### src/rtl/qme_pkg.sv
package qme_pkg;

   localparam int QueueDepthDefault = 1024;
   localparam int NumRegs = 26;
   localparam int WordWidth = 16;

   typedef enum logic [3:0] {
      KIND_PUSH_IMM = 4'd0,
      KIND_ADD = 4'd1,
      KIND_SUB = 4'd2,
      KIND_MUL = 4'd3,
      KIND_DIV = 4'd4,
      KIND_MOD = 4'd5,
      KIND_POP_REG = 4'd6,
      KIND_PUSH_REG = 4'd7,
      KIND_PRINT_NUM = 4'd8,
      KIND_PRINT_CHAR = 4'd9,
      KIND_JUMP = 4'd10,
      KIND_JZ = 4'd11,
      KIND_JE = 4'd12,
      KIND_JG = 4'd13,
      KIND_QUIT = 4'd14,
      KIND_NOP = 4'd15
   } kind_type;

   // controller to datapath
   typedef struct packed {
      logic load;       // capture the item
      logic pop_start;  // issue memory read at head
      logic pop_x;      // take read data as x
      logic pop_y;      // take read data as y
      logic div_start;
      logic finish;     // commit push/register write and form result
   } cmd_type;

   // datapath to controller
   typedef struct packed {
      logic div_done;
      logic from_reg;   // captured print source
   } status_type;

endpackage

### src/rtl/qme_controller.sv
module qme_controller (
   input  logic clock,
   input  logic reset,
   input  logic req_valid,
   output logic req_stall,
   output logic rsp_valid,
   input  logic rsp_stall,
   input  logic [3:0] kind,
   input  qme_pkg::status_type status,
   output qme_pkg::cmd_type cmd
);
   import qme_pkg::*;

   typedef enum logic [3:0] {
      S_IDLE, S_DECODE, S_POPX, S_WAITX, S_POPY, S_WAITY, S_DIV, S_FINISH
   } state_type;

   state_type state_ff, state_in;
   logic out_ff, out_in;
   logic div_go_ff, div_go_in;
   logic needs_x, needs_y, accept;

   always_comb begin
      needs_y = (kind inside {KIND_ADD, KIND_SUB, KIND_MUL, KIND_DIV, KIND_MOD});
      needs_x = needs_y || kind == KIND_POP_REG ||
                ((kind == KIND_PRINT_NUM || kind == KIND_PRINT_CHAR) && !status.from_reg);
   end

   assign req_stall = (state_ff != S_IDLE) || (out_ff && rsp_stall);
   assign accept = req_valid && !req_stall;
   assign rsp_valid = out_ff;

   always_comb begin
      state_in = state_ff;
      out_in = out_ff && rsp_stall;
      div_go_in = 1'b0;
      cmd = '0;
      case (state_ff)
         S_IDLE: if (accept) begin
            cmd.load = 1'b1;
            state_in = S_DECODE;
         end
         S_DECODE: state_in = needs_x ? S_POPX : S_FINISH;
         S_POPX: begin cmd.pop_start = 1'b1; state_in = S_WAITX; end
         S_WAITX: begin
            cmd.pop_x = 1'b1;
            state_in = needs_y ? S_POPY : S_FINISH;
         end
         S_POPY: begin cmd.pop_start = 1'b1; state_in = S_WAITY; end
         S_WAITY: begin
            cmd.pop_y = 1'b1;
            if (kind == KIND_DIV || kind == KIND_MOD) begin
               state_in = S_DIV;
               div_go_in = 1'b1;
            end else begin
               state_in = S_FINISH;
            end
         end
         S_DIV: begin
            if (status.div_done) state_in = S_FINISH;
         end
         S_FINISH: if (!(out_ff && rsp_stall)) begin
            cmd.finish = 1'b1;
            out_in = 1'b1;
            state_in = S_IDLE;
         end
         default: state_in = S_IDLE;
      endcase
      // divider starts the cycle after y is captured
      cmd.div_start = div_go_ff;
   end

   always_ff @(posedge clock) begin
      if (reset) begin
         state_ff <= S_IDLE;
         out_ff <= 1'b0;
         div_go_ff <= 1'b0;
      end else begin
         state_ff <= state_in;
         out_ff <= out_in;
         div_go_ff <= div_go_in;
      end
   end

`ifndef SYNTH
   a_one_step: assert property (@(posedge clock) disable iff (reset)
      !(cmd.finish && cmd.pop_start)) else $error("finish during pop");
   a_load_idle: assert property (@(posedge clock) disable iff (reset)
      cmd.load |=> (state_ff == S_DECODE)) else $error("load without decode");
   a_out_hold: assert property (@(posedge clock) disable iff (reset)
      (rsp_valid && rsp_stall) |=> rsp_valid) else $error("result lost");
`endif
endmodule

### config.mk
export PLATFORM = sky130hd
export DESIGN_NAME = qme_controller
export DESIGN_NICKNAME = d
export VERILOG_FILES = /design/src/rtl/qme_pkg.sv /design/src/rtl/qme_controller.sv
export SDC_FILE = /design/constraint.sdc
export NUM_CORES = 1
export LEC_CHECK = 0
export BUFFER_PORTS_ARGS = -buffer_cell sky130_fd_sc_hd__clkbuf_2
export CAP_MARGIN = 10
export CORE_AREA = 2 2 39 41
export DETAILED_ROUTE_END_ITERATION = 8
export DIE_AREA = 0 0 41 43
export HOLD_SLACK_MARGIN = 0.1
export PLACE_DENSITY = 0.65
export SYNTH_ARGS = -nofsm -noshare
export SYNTH_HDL_FRONTEND = slang
export SYNTH_SLANG_ARGS = --single-unit
### constraint.sdc
create_clock -name clock -period 3.62 [get_ports clock]
set_input_delay 0.181 -clock clock [delete_from_list [all_inputs] [get_ports clock]]
set_output_delay 0.181 -clock clock [all_outputs]
set_load 0.1 [all_outputs]
==> reports/results.ini, run 1 <==
[clock_tree]
post_cts_resized = 0
ctsRootBufferMaster = clkbuf_4
cts_hold_buf = 0
cts_setup_buffers = 0
clock-sinks = 5
clk-insertion-delay-late_ns = 0.24
htree_levels = 1
numCtsBuffers = 3
cts_tree = built
clkTransAtPathRegs_ns = 0.04
clock_path_buffers = 2

[yosys]
synth_seq_area_share = 0.269
synth_mux_area_frac = 0.0303
async_flop_share = 0
synth_fa_ha_area_frac = 0
netlist_top_cells_count = 6 x nand2_1, 6 x nor2_1, 5 x dfxtp_1
synth_top_cell_by_area = dfxtp_1
synth_area_um2 = 372
synthSimpleGateAreaFrac = 0.340
postSynthCellCount = 47
yosys_register_bits = 5
synthXorXnorAreaFrac = 0.0236
synth_top_family_by_area = simple AND/OR/NAND/NOR gates
synth_compound_area_frac = 0.232
synth_area_leaders = dfxtp_1 27%, buf_6 6.1%, nand2_1 6.1%
syn_area_per_cell_um2 = 7.91
netlist.area_leader.share = 0.269
yosys_warnings = 0
ys_types = 26
syn_nets = 57
ys.flop_type = dfxtp_1
synth_edf_count = 0

[critical_path]
crit_chain = nand3_1, a21oi_1, clkbuf_2
crit_type = flip-flop to primary output
cp_slowest_cell = dfxtp_1
required_ns = 3.44
max_stage_delay_ns = 0.56
start_kind = flip-flop
end_kind = primary output
crit_fanout = 11
critical_path_arrival_ns = 1.68

[sta]
grt_setup_unrepaired = false
setup_viol = 0
post-route-period-util = 0.514
slew_headroom = 0.637
timing.fmax_mhz = 538
final_hold_viol_count = 0
tightest_slew_ns = 0.548
clock_skew_ns = 0.000629
slew_viol_final = 0
period_needed_ns = 1.86
setup-tns-final_ns = 0

[placed_design]
gp_congestion = 0.764
hpwl_um = 689
port-buffer-count = 17
dpl.cell_count = 76

[cells_and_area]
area_delta_synth_final_pct = 25.9
antennaDiodeCount = 0
fillers = 145
stdcell_count = 80
drive_gt1_frac = 0.391
layout.nets = 75

[floorplanning]
initial_core_util = 0.269
num_rows = 14
dieArea_um2 = 1760
boundaryPins = 18
die_x_um = 41
dieHeight_um = 43
core_area_um2 = 1380

[global_route]
gr-usage-all-layers = 0.119
grt_pass1_vias = 330
grt_pass1_wl_um = 1440
gr-total-overflow = 0
grt_start_max_net_pins = 12
antenna_found_initial = 0

[detailed_routing]
firstDrtPassIters = 4
vias = 407
drtIter0Drc = 10
drt_wl_total_um = 880
drc = 0
wl_per_cell_um = 11.0
ant_nets = 0
routed_via_density = 5.09

[pwr]
p_switching_mw = 0.134
p_seq_frac = 0.290
pwr-share-comb = 0.473
power.leakage_nw = 0.210
p_int_mw = 0.132
max-vdd-ir-drop_mv = 0.197
cellPowerDensity_nw_per_um2 = 569
swShare = 0.505
clockPowerShare = 0.237

[flow_run]
max_cap_violations = 0

[worst_hold_path]
hp-class = primary input to flip-flop

[status]
outcome = finished, final reports clean

==> flip-flops by register name, summed over array words and instances (netlist names) <==
name       count
rsp_valid      1
div_go_ff      1
state_ff       3
==> cell type report <==
class	instances	area, µm²	share of cell area
multi-input cells	37	233	0.497
inverters	1	3.75	0.00802
well taps	16	20.0	0.0428
clock buffers	4	26.3	0.0561
repair buffers	17	85.1	0.182
flip-flops and latches	5	100	0.214
==> per-layer routing <==
layer / track usage / wire, µm / vias to the layer above
met5: 0 / 0 / -
met4: 0.0200 / 0 / 0
met3: 0.0628 / 53 / 0
met2: 0.169 / 458 / 15
met1: 0.161 / 368 / 185
li1: - / - / 207
==> per-stage QoR <==
step / setup WS, ns / power (mW) / hold WS, ns / util / area [µm²]
2_1_floorplan: 0.400 / 0.188 / 0.250 / - / 372
3_3_place_gp: 2.04 / 0.201 / 0.438 / 0.319 / 442
3_5_place_dp: 2.02 / 0.204 / 0.442 / 0.319 / 442
4_1_cts: 1.76 / 0.268 / 0.189 / 0.338 / 468
5_1_grt: 1.65 / 0.281 / 0.190 / 0.338 / 468
6_report: 1.76 / 0.266 / 0.190 / 0.338 / 468
==> worst max-delay path: cells and delay by family, from the launching register on <==
kind | cells | cell delay (ns)
compound gates | 1 | 0.22
buf+inv | 1 | 0.50
flops | 1 | 0.56
simple gates | 1 | 0.16
==> cells in the final DEF (no fill, tap or decap), types with 2 or more instances in the layout <==
cell type  instances
nor2_1             6
dfxtp_1            5
clkbuf_2          17
nand3_1            2
clkbuf_4           3
nand2_1            6
o21ai_0            2
a21oi_1            4
nor3_1             2
==> cell families (layout without fill, tap and decap cells) <==
| group | count (synthesis) | count (layout) |
|---|---|---|
| AO/OA/AOI/OAI | 12 | 12 |
| AND/OR/NAND/NOR | 23 | 23 |
| XOR/XNOR | 1 | 1 |
| buffers and inverters | 5 | 22 |
| multiplexers | 1 | 1 |
| flip-flops | 5 | 5 |
==> power groups by stage <==
| stage | Sequential (mW) | Combinational, mW | Clock, mW |
|---|---|---|---|
| after floorplan | 0.0657 | 0.122 | 0 |
| after global placement | 0.0760 | 0.125 | 0 |
| after detailed placement | 0.0772 | 0.126 | 0 |
| after CTS | 0.0763 | 0.127 | 0.0650 |
| after global routing | 0.0778 | 0.133 | 0.0703 |
| final | 0.0771 | 0.126 | 0.0631 |
==> worst paths after layout <==
kind	endpoint	start	depth (start not counted)	slack (ns)
worst max-delay path	cmd[0]	state_ff[1]$_SDFFE_PP0P_	3	1.76
worst min-delay path	rsp_valid$_SDFF_PP0_	reset	2	0.19
worst max register to register	state_ff[0]$_SDFFE_PP0P_	state_ff[1]$_SDFFE_PP0P_	3	2.23
worst min register to register	rsp_valid$_SDFF_PP0_	rsp_valid$_SDFF_PP0_	2	0.64
Power figures use the tool's default switching activity.
==> run 2: changes to the inputs <==
- PLACE_DENSITY: 0.65 -> 0.67
- clock period: 3.62 -> 1.6 ns (I/O delays scaled with it)
==> run 2 against run 1 <==
Against the previous run:
- wire length decreased by 2.3%
- clock power increased by 140%
- clock skew is 0.0023 ns higher
- combinational power grew to 3.0 times the previous value
- sequential cell count stayed put
- final cell count up 2.5%
- largest cell class unchanged
- worst setup slack got worse by 1.6 ns
- die area unchanged
- hold slack lost 0.0035 ns
==> reports/results.ini, run 2 (synthesized netlist as in run 1, its figures left out) <==
[critical_path]
max_stage_delay_ns = 0.38  ; was 0.56 ns
start_kind = flip-flop  ; unchanged
end_kind = primary output  ; unchanged
crit_chain = nor3_2, and3_2, buf_12  ; was nand3_1, a21oi_1, clkbuf_2
crit_fanout = 11  ; unchanged
critical_path_arrival_ns = 1.32  ; was 1.68 ns
required_ns = 1.52  ; was 3.44 ns
crit_type = flip-flop to primary output  ; unchanged
cp_slowest_cell = dfxtp_2  ; was dfxtp_1

[cells_and_area]
layout.nets = 77  ; was 75
final_common_cell = clkbuf_2  ; unchanged
drive_gt1_frac = 0.561  ; was 0.391
final_cell_mix = 11 x clkbuf_2, 6 x buf_12, 5 x nand2_1  ; was 17 x clkbuf_2, 6 x nand2_1, 6 x nor2_1
fillers = 140  ; was 145
fin_util = 0.449  ; was 0.338
stdcell_count = 82  ; was 80
antennaDiodeCount = 0  ; unchanged
largest_reg_flops = 3  ; unchanged
top_register = state_ff  ; unchanged
area_delta_synth_final_pct = 67.3  ; was 25.9%

[clock_tree]
cts_setup_buffers = 0  ; unchanged
clkTransAtPathRegs_ns = 0.05  ; was 0.04 ns
htree_levels = 1  ; unchanged
cts_tree = built  ; unchanged
numCtsBuffers = 3  ; unchanged
clock_path_buffers = 2  ; unchanged
ctsRootBufferMaster = clkbuf_4  ; unchanged
clock-sinks = 5  ; unchanged
clk-insertion-delay-late_ns = 0.25  ; was 0.24 ns

[floorplanning]
core_area_um2 = 1380  ; unchanged
dieHeight_um = 43  ; unchanged
boundaryPins = 18  ; unchanged
initial_core_util = 0.269  ; unchanged
num_rows = 14  ; unchanged
die_x_um = 41  ; unchanged
dieArea_um2 = 1760  ; unchanged

[pwr]
max-vdd-ir-drop_mv = 0.323  ; was 0.197 mV
cellPowerDensity_nw_per_um2 = 1150  ; was 569 nW/µm²
power.leakage_nw = 0.250  ; was 0.210 nW

[sta]
final_hold_viol_count = 0  ; unchanged
grt_setup_unrepaired = false  ; unchanged
post-route-period-util = 0.876
clock_skew_ns = 0.00294  ; was 0.000629 ns
timing.fmax_mhz = 713
tightest_slew_ns = 0.538  ; was 0.548 ns
setup-tns-final_ns = 0  ; unchanged
slew_viol_final = 0  ; unchanged
period_needed_ns = 1.40
setup_viol = 0  ; unchanged
slew_headroom = 0.643  ; was 0.637

[detailed_routing]
wl_met1_um = 386  ; was 368 µm
vias = 418  ; was 407
drt_wl_total_um = 860  ; was 880 µm
drtIter0Drc = 9  ; was 10
drc = 0  ; unchanged
met3_length_um = 47  ; was 53 µm
wl_per_cell_um = 10.5  ; was 11.0 µm
ant_nets = 0  ; unchanged
wl_met2_um = 380  ; was 458 µm
routed_via_density = 5.10  ; was 5.09
maxUsedRoutingLayer = met4  ; was met3
firstDrtPassIters = 4  ; unchanged

[placed_design]
hpwl_um = 672  ; was 689 µm
port-buffer-count = 17  ; unchanged
gp_congestion = 0.782  ; was 0.764
dpl.cell_count = 77  ; was 76

[worst_hold_path]
hp-class = primary input to flip-flop  ; unchanged

[global_route]
grt_start_max_net_pins = 12  ; unchanged
gr-total-overflow = 0  ; unchanged
gr-usage-all-layers = 0.114  ; was 0.119
antenna_found_initial = 0  ; unchanged
grt_pass1_wl_um = 1260  ; was 1440 µm
grt_pass1_vias = 309  ; was 330

[flow_run]
max_cap_violations = 0  ; unchanged

[status]
outcome = finished, final reports clean  ; unchanged

[run 2: stage by stage]
stage                     hold WS, ns  power (mW)  setup slack (ns)  cell area (µm²)
after CTS                       0.188       0.714            0.0186              613
final                           0.186       0.714             0.198              622
after detailed placement        0.324       0.555             0.192              577
after global routing            0.189       0.747             0.133              622
after global placement          0.326       0.553             0.224              577
after floorplan                 0.142       0.445            -0.124              409
[run 2: worst paths after layout]
| kind | endpoint | slack [ns] | cells past startpoint | start |
|---|---|---|---|---|
| max reg2reg | state_ff[0]$_SDFFE_PP0P_ | 0.35 | 4 | state_ff[1]$_SDFFE_PP0P_ |
| min reg2reg | state_ff[1]$_SDFFE_PP0P_ | 0.56 | 1 | state_ff[0]$_SDFFE_PP0P_ |
| min | state_ff[0]$_SDFFE_PP0P_ | 0.19 | 4 | req_valid |
| max | cmd[5] | 0.20 | 3 | state_ff[0]$_SDFFE_PP0P_ |
[run 2: cell type report]
cell class / count / area, µm² / share of cell area
clock buffer: 4 / 26.3 / 0.0423
sequential: 5 / 105 / 0.169
tap: 16 / 20.0 / 0.0322
inverter: 1 / 3.75 / 0.00604
timing repair buffer: 19 / 193 / 0.310
multi-input combinational: 37 / 274 / 0.441
[run 2: critical path, delay by kind of cell (launching register included)]
| family | cells | cell delay, ns |
|---|---|---|
| and+or+nand+nor | 2 | 0.52 |
| buffers and inverters | 1 | 0.17 |
| DFF | 1 | 0.38 |
[run 2: timing repair]
action / 4_1_cts / 5_1_grt
gates resized for setup: 0 / 4
hold buffers: 1 / 0
endpoints found under the hold margin: 2 / 0
endpoints found under the setup margin: 0 / 2
[run 2: power by group]
part	switching (mW)	internal, mW
combinational	0.236	0.144
clock	0.0573	0.0946
sequential	0.0411	0.141
[run 2: layer usage]
metal / up-vias / track usage
li1: 211 / -
met1: 187 / 0.134
met2: 15 / 0.141
met3: 5 / 0.0314
met4: 0 / 0.140
met5: - / 0
==> run 3: changes to the inputs <==
- CTS_BUF_LIST: not set -> sky130_fd_sc_hd__clkbuf_4 sky130_fd_sc_hd__clkbuf_8
==> run 3 against run 2 <==
Against the previous run:
- worst setup slack worse by 0.0028 ns
- largest cell class unchanged
- wire length is 1.3% higher
- sequential cell count did not move
==> reports/results.ini, run 3 (synthesized netlist as in run 1, its figures left out) <==
[critical_path]
r2r-start = state_ff[1]$_SDFFE_PP0P_  ; unchanged
crit_fanout = 11  ; unchanged
crit_type = flip-flop to primary output  ; unchanged
end_kind = primary output  ; unchanged
cp-startpoint = state_ff[0]$_SDFFE_PP0P_  ; unchanged
critical_path_arrival_ns = 1.32  ; about the same
start_kind = flip-flop  ; unchanged
required_ns = 1.52  ; about the same

[cells_and_area]
fillers = 141  ; was 140
largest_reg_flops = 3  ; unchanged
fin_util = 0.452  ; was 0.449
area_delta_synth_final_pct = 68.4  ; was 67.3%
final_common_cell = clkbuf_2  ; unchanged
final_cell_mix = 11 x clkbuf_2, 6 x buf_12, 5 x nand2_1  ; unchanged
multi_input_area_um2 = 274  ; unchanged
drive_gt1_frac = 0.576  ; was 0.561
antennaDiodeCount = 0  ; unchanged
register_area_um2 = 105  ; unchanged
layout.nets = 77  ; unchanged
top_register = state_ff  ; unchanged

[detailed_routing]
routed_via_density = 5.06  ; was 5.10
vias = 415  ; was 418
wl_per_cell_um = 10.6  ; was 10.5 µm
drt_wl_total_um = 871  ; was 860 µm
firstDrtPassIters = 4  ; unchanged
drc = 0  ; unchanged
ant_nets = 0  ; unchanged
drtIter0Drc = 10  ; was 9

[worst_hold_path]
hp-class = primary input to flip-flop  ; unchanged
holdCritStartpoint = req_valid  ; unchanged

[floorplanning]
num_rows = 14  ; unchanged
dieHeight_um = 43  ; unchanged
core_area_um2 = 1380  ; unchanged
dieArea_um2 = 1760  ; unchanged
boundaryPins = 18  ; unchanged
die_x_um = 41  ; unchanged
initial_core_util = 0.269  ; unchanged

[global_route]
grt_pass1_vias = 312  ; was 309
grt_start_max_net_pins = 12  ; unchanged
gr-usage-all-layers = 0.117  ; was 0.114
gr-total-overflow = 0  ; unchanged
grt_pass1_wl_um = 1300  ; was 1260 µm
antenna_found_initial = 0  ; unchanged

[placed_design]
gp_congestion = 0.782  ; unchanged
hpwl_um = 672  ; unchanged
port-buffer-count = 17  ; unchanged

[pwr]
clockPowerShare = 0.229  ; was 0.213
total_power_mw = 0.730  ; was 0.714 mW
pwr-share-comb = 0.521  ; was 0.532
power.leakage_nw = 0.254  ; was 0.250 nW
p_int_mw = 0.396  ; was 0.379 mW
swShare = 0.457  ; was 0.469
p_seq_frac = 0.250  ; was 0.255
cellPowerDensity_nw_per_um2 = 1170  ; was 1150 nW/µm²
p_switching_mw = 0.334  ; about the same
max-vdd-ir-drop_mv = 0.299  ; was 0.323 mV

[sta]
final_hold_viol_count = 0  ; unchanged
clock_skew_ns = 0.00122  ; was 0.00294 ns
slew_viol_final = 0  ; unchanged
post-route-period-util = 0.878  ; was 0.876
slew_headroom = 0.643  ; unchanged
grt_setup_unrepaired = false  ; unchanged
setup_viol = 0  ; unchanged
period_needed_ns = 1.40  ; about the same
tightest_slew_ns = 0.538  ; unchanged
whs_ns = 0.188  ; was 0.186 ns
timing.fmax_mhz = 712  ; was 713 MHz

[clock_tree]
numCtsBuffers = 3  ; unchanged
clock-sinks = 5  ; unchanged
ctsRootBufferMaster = clkbuf_4  ; unchanged
clkTransAtPathRegs_ns = 0.04  ; was 0.05 ns
clock_path_buffers = 2  ; unchanged
cts_tree = built  ; unchanged
clk-insertion-delay-late_ns = 0.25  ; about the same
htree_levels = 1  ; unchanged

[status]
outcome = finished, final reports clean  ; unchanged

[flow_run]
max_cap_violations = 0  ; unchanged

==> run 3: cell counts in the layout (fill, tap and decap cells not counted) <==
Identical to the previous run, type by type.
==> run 3: final timing paths <==
kind                                   end  slack (ns)  depth (start not counted)
setup reg to reg  state_ff[0]$_SDFFE_PP0P_        0.35                          4
hold / removal    state_ff[0]$_SDFFE_PP0P_        0.19                          4
hold reg to reg   state_ff[1]$_SDFFE_PP0P_        0.57                          1
setup / recovery                    cmd[5]        0.20                          3
==> run 3: power groups by stage <==
stage / Combinational, mW / Clock (mW) / Sequential, mW
finish: 0.380 / 0.168 / 0.182
global route: 0.395 / 0.184 / 0.186
CTS: 0.380 / 0.175 / 0.176
detailed placement: 0.377 / 0 / 0.178
global placement: 0.376 / 0 / 0.177
floorplan: 0.296 / 0 / 0.149
==> run 3: stage by stage <==
step | instance area (µm²) | TNS, ns | setup slack (ns) | cells
global placement | 577 | 0 | 0.224 | 77
detailed placement | 577 | 0 | 0.192 | 77
CTS | 617 | 0 | 0.0197 | 82
global route | 626 | 0 | 0.130 | 82
floorplan | 409 | -0.124 | -0.124 | 47
finish | 626 | 0 | 0.195 | 82
==> run 3: worst max-delay path, stage by stage (launching register included) <==
cell and delay, ns:
dfxtp_2 0.38, nor3_2 0.28, and3_2 0.24, buf_12 0.17
==> run 3: repair_timing <==
action                                  4_1_cts  5_1_grt
hold buffers                                  1        0
endpoints found under the setup margin        0        2
endpoints found under the hold margin         2        0
gates resized for setup                       0        4
buffers inserted                              0        0
==> run 3: layer usage <==
layer | GRT usage | part of all wire | vias to the layer above | wire length (µm)
met1 | 0.141 | 0.44 | 184 | 387
met3 | 0.0314 | 0.054 | 5 | 47
li1 | - | - | 211 | -
met2 | 0.144 | 0.45 | 15 | 391
met4 | 0.140 | 0.052 | 0 | 45
met5 | 0 | 0 | - | 0
==> run 3: cell type report <==
| cell class | count | area share |
|---|---|---|
| Clock buffer | 4 | 0.0480 |
| Inverter | 1 | 0.00600 |
| Timing Repair Buffer | 19 | 0.308 |
| Tap cell | 16 | 0.0320 |
| Multi-Input combinational cell | 37 | 0.438 |
| Sequential cell | 5 | 0.168 |
